### src/design/baa_pkg.sv
// ============================================================================
// Binary angle arctangent package
// Widths, the tangent table and the shared types of the arctangent pipeline.
// ============================================================================
package baa_pkg;

    localparam int OFFSET_W    = 19;
    localparam int MAG_W       = 19;
    localparam int REM_W       = MAG_W + 1;
    localparam int RATIO_W     = 14;
    localparam int ANGLE_W     = 8;
    localparam int TAN_ENTRIES = 33;
    localparam int K_W         = 6;
    localparam int DIV_STAGES  = RATIO_W;
    localparam int CMP_GROUPS  = 4;
    localparam int GROUP_SIZE  = (TAN_ENTRIES - 1) / CMP_GROUPS;
    localparam int GROUP_CNT_W = 4;
    localparam int S_TDATA_W   = 48;
    localparam int M_TDATA_W   = 8;

    localparam logic [ANGLE_W-1:0] ANGLE_POS_X = 8'd0;
    localparam logic [ANGLE_W-1:0] ANGLE_POS_Y = 8'd64;
    localparam logic [ANGLE_W-1:0] ANGLE_NEG_X = 8'd128;
    localparam logic [ANGLE_W-1:0] ANGLE_NEG_Y = 8'd192;

    // tan(k * 2pi / 256) in Q1.13, truncated.
    localparam logic [RATIO_W-1:0] TAN_ROM [TAN_ENTRIES] = '{
        14'd0,    14'd201,  14'd402,  14'd604,  14'd806,  14'd1010, 14'd1215, 14'd1421,
        14'd1629, 14'd1839, 14'd2051, 14'd2267, 14'd2485, 14'd2706, 14'd2931, 14'd3160,
        14'd3393, 14'd3631, 14'd3874, 14'd4123, 14'd4378, 14'd4640, 14'd4910, 14'd5187,
        14'd5473, 14'd5769, 14'd6075, 14'd6393, 14'd6723, 14'd7066, 14'd7424, 14'd7799,
        14'd8192
    };

    // How the table index becomes the final angle.
    typedef struct packed {
        logic               bypass;
        logic [ANGLE_W-1:0] fixed_angle;
        logic [ANGLE_W-1:0] base;
        logic               subtract;
    } map_t;

endpackage

### src/design/binary_angle_arctangent.sv
// Throughput: one beat per cycle unless m_tready holds the output beat; the
// 14-stage restoring divider produces one quotient bit per stage, and the
// whole pipeline advances together.
// When the output beat is held by m_tready low, every stage holds its contents.
// Reset (aresetn low, synchronous) clears all stage valid bits; data registers
// are not reset.
// ============================================================================
// Binary angle arctangent
// Returns the 8-bit binary angle of (-x_offset, -y_offset) by octant folding,
// a pipelined Q1.13 ratio division and a tangent table search.
// ============================================================================
module binary_angle_arctangent (
    input  logic                           aclk,
    input  logic                           aresetn,
    input  logic                           s_tvalid,
    output logic                           s_tready,
    // From bit 0 up: x_offset[18:0], y_offset[18:0], default_angle[7:0], zero pad[1:0].
    input  logic [baa_pkg::S_TDATA_W-1:0]  s_tdata,
    output logic                           m_tvalid,
    input  logic                           m_tready,
    // From bit 0 up: angle[7:0].
    output logic [baa_pkg::M_TDATA_W-1:0]  m_tdata
);

    // The entire pipeline moves as one; a held output beat stalls every stage.
    logic advance;

    // ------------------------------------------------------------------
    // Front stage: fold the vector into an octant.
    // ------------------------------------------------------------------
    logic signed [baa_pkg::OFFSET_W-1:0] x_in;
    logic signed [baa_pkg::OFFSET_W-1:0] y_in;
    logic [baa_pkg::ANGLE_W-1:0]         default_in;
    logic [baa_pkg::MAG_W-1:0]           ax;
    logic [baa_pkg::MAG_W-1:0]           ay;
    logic                                x_zero;
    logic                                y_zero;
    logic                                x_neg;
    logic                                y_neg;
    logic                                swap;
    baa_pkg::map_t                       front_map_next;
    logic [baa_pkg::MAG_W-1:0]           front_minor_next;
    logic [baa_pkg::MAG_W-1:0]           front_major_next;

    logic                                front_valid_reg;
    baa_pkg::map_t                       front_map_reg;
    logic [baa_pkg::MAG_W-1:0]           front_minor_reg;
    logic [baa_pkg::MAG_W-1:0]           front_major_reg;

    assign x_in       = s_tdata[18:0];
    assign y_in       = s_tdata[37:19];
    assign default_in = s_tdata[45:38];

    always_comb begin
        // Magnitudes are exact even for the most negative offset.
        ax     = x_in[baa_pkg::OFFSET_W-1] ? baa_pkg::MAG_W'(-x_in) : baa_pkg::MAG_W'(x_in);
        ay     = y_in[baa_pkg::OFFSET_W-1] ? baa_pkg::MAG_W'(-y_in) : baa_pkg::MAG_W'(y_in);
        x_zero = (x_in == '0);
        y_zero = (y_in == '0);
        x_neg  = x_in[baa_pkg::OFFSET_W-1];
        y_neg  = y_in[baa_pkg::OFFSET_W-1];
        swap   = (ax > ay);

        // The minor side over the major side keeps the ratio in 0..8192.
        front_minor_next = swap ? ay : ax;
        front_major_next = swap ? ax : ay;

        front_map_next.bypass      = 1'b0;
        front_map_next.fixed_angle = default_in;
        front_map_next.base        = baa_pkg::ANGLE_POS_X;
        front_map_next.subtract    = 1'b0;

        if (x_zero && y_zero) begin
            front_map_next.bypass = 1'b1;
        end else if (y_zero) begin
            // The vector is the negation, so a negative x points along +x.
            front_map_next.bypass      = 1'b1;
            front_map_next.fixed_angle = x_neg ? baa_pkg::ANGLE_POS_X : baa_pkg::ANGLE_NEG_X;
        end else if (x_zero) begin
            front_map_next.bypass      = 1'b1;
            front_map_next.fixed_angle = y_neg ? baa_pkg::ANGLE_POS_Y : baa_pkg::ANGLE_NEG_Y;
        end else if (x_neg && y_neg) begin
            front_map_next.base     = swap ? baa_pkg::ANGLE_POS_X : baa_pkg::ANGLE_POS_Y;
            front_map_next.subtract = !swap;
        end else if (!x_neg && y_neg) begin
            front_map_next.base     = swap ? baa_pkg::ANGLE_NEG_X : baa_pkg::ANGLE_POS_Y;
            front_map_next.subtract = swap;
        end else if (!x_neg && !y_neg) begin
            front_map_next.base     = swap ? baa_pkg::ANGLE_NEG_X : baa_pkg::ANGLE_NEG_Y;
            front_map_next.subtract = !swap;
        end else begin
            // 256 - k wraps to 0 - k in eight bits.
            front_map_next.base     = swap ? baa_pkg::ANGLE_POS_X : baa_pkg::ANGLE_NEG_Y;
            front_map_next.subtract = swap;
        end
    end

    // ------------------------------------------------------------------
    // Restoring divider: one quotient bit of 8192*minor/major per stage.
    // ------------------------------------------------------------------
    logic                                div_valid_reg [baa_pkg::DIV_STAGES];
    logic [baa_pkg::REM_W-1:0]           div_rem_reg   [baa_pkg::DIV_STAGES];
    logic [baa_pkg::RATIO_W-1:0]         div_quo_reg   [baa_pkg::DIV_STAGES];
    logic [baa_pkg::MAG_W-1:0]           div_major_reg [baa_pkg::DIV_STAGES];
    baa_pkg::map_t                       div_map_reg   [baa_pkg::DIV_STAGES];

    logic [baa_pkg::REM_W-1:0]           div_rem_next  [baa_pkg::DIV_STAGES];
    logic [baa_pkg::RATIO_W-1:0]         div_quo_next  [baa_pkg::DIV_STAGES];

    always_comb begin
        logic [baa_pkg::REM_W-1:0]   trial;
        logic [baa_pkg::REM_W-1:0]   divisor;
        logic [baa_pkg::RATIO_W-1:0] quo_in;
        logic                        fits;
        for (int i = 0; i < baa_pkg::DIV_STAGES; i++) begin
            if (i == 0) begin
                // The top quotient bit is set only when minor equals major.
                trial   = {1'b0, front_minor_reg};
                divisor = {1'b0, front_major_reg};
                quo_in  = '0;
            end else begin
                // The remainder is below the divisor, so doubling fits.
                trial   = {div_rem_reg[i-1][baa_pkg::REM_W-2:0], 1'b0};
                divisor = {1'b0, div_major_reg[i-1]};
                quo_in  = div_quo_reg[i-1];
            end
            fits            = (trial >= divisor);
            div_rem_next[i] = fits ? (trial - divisor) : trial;
            div_quo_next[i] = {quo_in[baa_pkg::RATIO_W-2:0], fits};
        end
    end

    // ------------------------------------------------------------------
    // Table search: count the entries below the ratio, in four groups.
    // Entry 32 is 8192 and is never below the ratio, so it is left out.
    // ------------------------------------------------------------------
    logic [baa_pkg::GROUP_CNT_W-1:0]     cmp_cnt_next [baa_pkg::CMP_GROUPS];
    logic                                cmp_valid_reg;
    logic [baa_pkg::GROUP_CNT_W-1:0]     cmp_cnt_reg  [baa_pkg::CMP_GROUPS];
    baa_pkg::map_t                       cmp_map_reg;

    always_comb begin
        logic [baa_pkg::RATIO_W-1:0] ratio;
        ratio = div_quo_reg[baa_pkg::DIV_STAGES-1];
        for (int g = 0; g < baa_pkg::CMP_GROUPS; g++) begin
            cmp_cnt_next[g] = '0;
            for (int j = 0; j < baa_pkg::GROUP_SIZE; j++) begin
                cmp_cnt_next[g] = cmp_cnt_next[g] + baa_pkg::GROUP_CNT_W'(
                    baa_pkg::TAN_ROM[g*baa_pkg::GROUP_SIZE+j] < ratio);
            end
        end
    end

    // ------------------------------------------------------------------
    // Output stage: sum the group counts and apply the octant mapping.
    // ------------------------------------------------------------------
    logic [baa_pkg::K_W-1:0]             k_index;
    logic [baa_pkg::ANGLE_W-1:0]         angle_next;
    logic                                m_tvalid_reg;
    logic [baa_pkg::ANGLE_W-1:0]         m_angle_reg;

    always_comb begin
        logic [baa_pkg::ANGLE_W-1:0] k_wide;
        k_index = baa_pkg::K_W'(cmp_cnt_reg[0]) + baa_pkg::K_W'(cmp_cnt_reg[1])
                + baa_pkg::K_W'(cmp_cnt_reg[2]) + baa_pkg::K_W'(cmp_cnt_reg[3]);
        k_wide  = {2'b00, k_index};
        if (cmp_map_reg.bypass) begin
            angle_next = cmp_map_reg.fixed_angle;
        end else if (cmp_map_reg.subtract) begin
            angle_next = cmp_map_reg.base - k_wide;
        end else begin
            angle_next = cmp_map_reg.base + k_wide;
        end
    end

    assign advance  = !m_tvalid_reg || m_tready;
    assign s_tready = advance;
    assign m_tvalid = m_tvalid_reg;
    assign m_tdata  = m_angle_reg;

    // Valid bits, cleared by reset.
    always_ff @(posedge aclk) begin
        if (!aresetn) begin
            front_valid_reg <= 1'b0;
            for (int i = 0; i < baa_pkg::DIV_STAGES; i++) begin
                div_valid_reg[i] <= 1'b0;
            end
            cmp_valid_reg <= 1'b0;
            m_tvalid_reg  <= 1'b0;
        end else if (advance) begin
            front_valid_reg  <= s_tvalid;
            div_valid_reg[0] <= front_valid_reg;
            for (int i = 1; i < baa_pkg::DIV_STAGES; i++) begin
                div_valid_reg[i] <= div_valid_reg[i-1];
            end
            cmp_valid_reg <= div_valid_reg[baa_pkg::DIV_STAGES-1];
            m_tvalid_reg  <= cmp_valid_reg;
        end
    end

    // Data registers, moving with their valid bits.
    always_ff @(posedge aclk) begin
        if (advance) begin
            front_map_reg   <= front_map_next;
            front_minor_reg <= front_minor_next;
            front_major_reg <= front_major_next;

            div_major_reg[0] <= front_major_reg;
            div_map_reg[0]   <= front_map_reg;
            for (int i = 1; i < baa_pkg::DIV_STAGES; i++) begin
                div_major_reg[i] <= div_major_reg[i-1];
                div_map_reg[i]   <= div_map_reg[i-1];
            end
            for (int i = 0; i < baa_pkg::DIV_STAGES; i++) begin
                div_rem_reg[i] <= div_rem_next[i];
                div_quo_reg[i] <= div_quo_next[i];
            end

            for (int g = 0; g < baa_pkg::CMP_GROUPS; g++) begin
                cmp_cnt_reg[g] <= cmp_cnt_next[g];
            end
            cmp_map_reg <= div_map_reg[baa_pkg::DIV_STAGES-1];

            m_angle_reg <= angle_next;
        end
    end

endmodule

### config.mk
export PLATFORM = sky130hd
export DESIGN_NAME = binary_angle_arctangent
export DESIGN_NICKNAME = d
export VERILOG_FILES = /design/src/design/baa_pkg.sv /design/src/design/binary_angle_arctangent.sv
export SDC_FILE = /design/constraint.sdc
export NUM_CORES = 2
export LEC_CHECK = 0
export BUFFER_PORTS_ARGS = -buffer_cell sky130_fd_sc_hd__buf_2
export CORE_MARGIN = 2
export CORE_UTILIZATION = 40
export CTS_BUF_LIST = sky130_fd_sc_hd__clkbuf_4 sky130_fd_sc_hd__clkbuf_8
export DETAILED_ROUTE_END_ITERATION = 12
export GPL_TIMING_DRIVEN = 0
export REMOVE_ABC_BUFFERS = 1
export SLEW_MARGIN = 20
export SYNTH_ARGS = -nofsm -noshare
export SYNTH_HDL_FRONTEND = slang
export SYNTH_SLANG_ARGS = --single-unit
### constraint.sdc
create_clock -name aclk -period 46.4 [get_ports aclk]
set_input_delay 4.64 -clock aclk [delete_from_list [all_inputs] [get_ports aclk]]
set_output_delay 4.64 -clock aclk [all_outputs]
set_load 0.1 [all_outputs]
======== Word level (Yosys, flattened, before mapping) ========
Memory sizes are Yosys's and may differ from the RTL's. A register that Yosys moved wholly into a read port is not among the register bits.
Cells that the tools add are included.
operators by class
  bitwise operators ....................... 14
  $add $sub $neg .......................... 49
  divide/modulo/power cells ............... 0
  reductions and logical operators ........ 14
  eq/ne operators ......................... 0
  shift-type cells ........................ 0
  multiply operators ...................... 0
  muxes and demuxes ....................... 53
  order comparisons ....................... 47
operators by type and width
  cell                    number
  $mux W20                14
  $ge A20 B19 Y1          13
  $sub A20 B19 Y20        13
  $lt A13 B14 Y1 const A  13
  $lt A12 B14 Y1 const A  9
  $mux W19                4
  $add A4 B1 Y4           16
  $lt A11 B14 Y1 const A  4
  $mux W8                 7
  $mux W9                 6
  $lt A10 B14 Y1 const A  3
  $logic_not A19 Y1       2
  $neg A19 Y19            2
  $sub A19 B19 Y20        1
  $ge A19 B19 Y1          1
  $gt A19 B19 Y1          1
  $mux W1                 19
  $mux W17                1
  $add A3 B1 Y4           4
  $lt A1 B14 Y1 const A   1
  $lt A8 B14 Y1 const A   1
  $lt A9 B14 Y1 const A   1
  $mux W7                 2
  $or A1 B1 Y1            14
  other kinds (12)        25
storage, ports and cells
  latch bits .............................. 0
  bits in read-only memories .............. 0
  memories ................................ 6
  flip-flop bits (word level) ............. 66
  output and inout bits ................... 10
  word-level logic and storage cells ...... 192
  bits in writable memories ............... 1024
memory list
  memory         depth  bits a word  read ports  clocked after Yosys merged registers in  wr ports  RTL line                        text
  div_rem_reg    14     20           13          0                                        14        binary_angle_arctangent.sv:102  logic [baa_pkg::REM_W-1:0] div_rem_reg [baa_pkg::DIV_STAGES];
  div_major_reg  14     19           13          0                                        14        binary_angle_arctangent.sv:104  logic [baa_pkg::MAG_W-1:0] div_major_reg [baa_pkg::DIV_STAGES];
  div_map_reg    14     18           14          1                                        14        binary_angle_arctangent.sv:105  baa_pkg::map_t div_map_reg [baa_pkg::DIV_STAGES];
  div_quo_reg    14     14           14          0                                        14        binary_angle_arctangent.sv:103  logic [baa_pkg::RATIO_W-1:0] div_quo_reg [baa_pkg::DIV_STAGES];
  cmp_cnt_reg    4      4            4           0                                        4         binary_angle_arctangent.sv:139  logic [baa_pkg::GROUP_CNT_W-1:0] cmp_cnt_reg [baa_pkg::CMP_GROUPS];
  div_valid_reg  14     1            14          1                                        14        binary_angle_arctangent.sv:101  logic div_valid_reg [baa_pkg::DIV_STAGES];

======== Longest topological paths before layout ========
  depth in word-level cells ............... 10
  depth in mapped cells ................... 18

======== Worst setup path after synthesis ========
Ideal clock, no wire load.
  path kind ............................... input port to output port
  from .................................... input port m_tready
  to ...................................... output port s_tready
  slack ................................... 13.018 ns
  cell stages on the path ................. 3
  required time ........................... 41.760 ns
  arrival time ............................ 28.742 ns
  cell sequence ........................... nor2b_1 > inv_1 > clkbuf_1
on the way
  cells in the longest elaborated chain, start to end .. 1
RTL lines
  what                RTL line                        text
  from (decl)         binary_angle_arctangent.sv:20   input logic m_tready,
  $logic_or A1 B1 Y1  binary_angle_arctangent.sv:176  assign advance = !m_tvalid_reg || m_tready;
  to (decl)           binary_angle_arctangent.sv:16   output logic s_tready,
No other way between the ends.

======== Final worst setup path ========
Ends and elaborated chain as after synthesis.

==> flow_summary.ini <==
[synth]
yosysTopAreaCell = edfxtp_1
syn_inst = 3910
synthTopCellsByCount = edfxtp_1 (858), inv_1 (406), nand2_1 (358)
ys.flop_type = edfxtp_1
synth_top_area_share_pct = 56.2
ys_seq_area_share_pct = 56.7
synth_edf_count = 858
ys_warn_count = 0
async_flop_share_pct = 0
synth.distinct_cells = 84
syn-cell-area_mm2 = 0.0458
ys_seq_elements = 870
synth.most_common_cell = edfxtp_1
syn_avg_cell_area_um2 = 11.7
yosys-top-cells-area = edfxtp_1 (56%), ha_1 (8.4%), o21ai_0 (3.4%)

[worst_setup_path]
critPathSlowestCell = nor2b_2
r2r-start = div_quo_reg[1][77]
start_kind = input port
crit_family = buffers and inverters
max_stage_delay_ps = 520
cp_common_cell = buf_2
cp_data_arrival_time_ps = 6040
r2r-end = cmp_cnt_reg[3][2]
r2r_slack_ps = 41930
path_cells = buf_2 > nor2b_2 > inv_8 > buf_16 > buf_2
worstRegToRegCells = 14
path_buf_inv = 4
worstPathRequired_ps = 41760
criticalPathCategory = input port to output pin
cp-end-kind = output pin
cp_max_fo = 95

[grt]
grt_max_degree = 119
grt.total_usage_pct = 13.9
grt_overflow = 0
antenna_found_initial = 1
grt_pass1_wl_um = 135000
grt_pass1_vias = 29381

[clocking]
cts_setup_buffers = 0
clkTransAtPathRegs_ps = 60
cts-buffers-inserted = 147
ctsHtreeMaxLevel = 4
cts_root_buffer = clkbuf_8
clkLatencyLatePin_ps = 800
cts_tree = built
cts_sinks = 870
cts_hold_buf = 0
ctsLongestPathBuffers = 3
cts.repair.resized = 0

[power]
pwr-share-clk_pct = 16.5
ir_worst_vdd_mv = 0.0564
power.density_mw_per_mm2 = 79.7
switching_power_w = 0.00156
pwr-share-comb_pct = 48.8
pwr-share-seq_pct = 34.7
power_leakage_nw = 21.2
switching_share_pct = 38.5
internal-power_w = 0.00250

[routing]
dr_wl_met3_um = 2650
dr_wl_met2_um = 42900
drt-initial-drc-count = 1198
antenna_left = 0
wl_per_cell_um = 14.2
wl_met1_um = 31200
vias = 28694
top_layer = met4
drt-pass1-iter-count = 7
drc_errors = 0
via_per_inst = 5.07
drt_wl_total_um = 80200

[floorplan]
dieHeight_um = 342
die-width_um = 342
core_area_mm2 = 0.114
ios = 62
initial_core_util_pct = 40.2
rows = 124
fp.dieArea_mm2 = 0.117

[worst_hold_path]
hold_start = div_map_reg[9][16]
min_path_type = flop to flop
hold-path-cell-count = 0
whs_endpoint = div_map_reg[10][16]

[layout]
drive_above_1_share_pct = 9.69
area_growth_pct = 11.4
final.fill_count = 10395
nNetsFinal = 4438

[timing]
hold_viol_final = 0
setup_tns_ps = 0
skew_ps = 48.8
fin_ws_ps = 35720
fmax_mhz = 93.6
max_slew_margin_pct = 38.5
finalSetupViolations = 0
tightest_slew_ps = 920
post-route-period-util_pct = 23.0
drv_slew = 0
rsz0062_at_grt = false
period_minus_slack_ps = 10680

[placement]
portBuffers = 59
pre_cts_ws_ps = 35300
hpwl_um = 58000
gp_congestion = 0.936

[run_status]
outcome = complete, no violations

[flow_run]
cap_violations = 0
## through the flow
stage                     instances  cell area (µm²)  util (%)  total power (W)  hold WS [ps]
after detailed placement       5406            48100      42.2          0.00341           405
after global placement         5388            47600      41.8          0.00335           400
after global routing           5662            51000      44.8          0.00444           396
after floorplan                3817            45400         -          0.00294           400
after CTS                      5661            51000      44.8          0.00410           381
final                          5662            51000      44.8          0.00407           390
## worst max path at each step
stage                   from  endpoint  slack (ps)  cells after the start
CTS                 m_tready  s_tready       35290                      5
finish              m_tready  s_tready       35720                      5
global placement    m_tready  s_tready       11920                      4
global route        m_tready  s_tready       35570                      5
detailed placement  m_tready  s_tready       35300                      5
floorplan           m_tready  s_tready       19890                      2
## logic make-up after synthesis
logic type      after synthesis  synth area share [%]
flops                       870                  56.7
fa+ha+maj                   344                  9.99
simple gates                896                  9.11
xor+xnor                    234                  4.47
compound gates              993                  13.7
mux                          73                  1.80
buf+inv                     500                  4.16
## power groups by stage
stage	clock (W)	sequential, W	combinational [W]
final	0.000672	0.00141	0.00198
after global routing	0.000734	0.00145	0.00226
after CTS	0.000700	0.00141	0.00199
after detailed placement	0	0.00143	0.00198
after global placement	0	0.00142	0.00192
after floorplan	0	0.00140	0.00154
## final cells by class
cell class / count / area [µm²] / area share (%)
Inverter: 407 / 1540 / 3.01
Antenna cell: 1 / 2.50 / 0.00490
Clock inverter: 51 / 447 / 0.875
Sequential cell: 870 / 26000 / 50.9
Multi-Input combinational cell: 2540 / 18000 / 35.3
Timing Repair Buffer: 77 / 693 / 1.36
Clock buffer: 204 / 2470 / 4.84
Tap cell: 1512 / 1890 / 3.71
## worst reg2reg max path, stage by stage (launching register included)
cell and delay, ps:
edfxtp_1 590, or2_2 390, a21oi_1 360, a211oi_1 130
o21ai_0 170, nand2b_1 100, fa_1 540, inv_1 60
fa_1 530, inv_1 60, fa_1 540, ha_1 190
inv_1 60, fa_1 370, xnor2_1 130
## placed cells by master (no fill, tap or decap), types with 37 or more instances in the layout
master / synthesis / final
inv_1: 406 / 405
o21a_1: 55 / 55
nor2b_1: 48 / 47
o21ai_0: 312 / 311
o31ai_1: 40 / 39
buf_2: 12 / 59
a31oi_1: 46 / 46
nor3_1: 49 / 49
mux2_2: 37 / 37
a21o_1: 116 / 116
clkbuf_4: 0 / 54
a21oi_1: 212 / 211
clkbuf_8: 0 / 150
xnor2_1: 104 / 104
ha_1: 306 / 306
nand3_1: 46 / 45
nand2_1: 358 / 358
edfxtp_1: 858 / 858
xor2_1: 130 / 130
nor2_1: 203 / 203
fa_1: 37 / 37
## per-layer routing
metal	vias to the layer above	track usage, %
li1	14559	-
met1	13408	14.2
met2	482	26.5
met3	245	2.56
met4	0	7.44
met5	-	0
(Power assumes the default switching activity.)
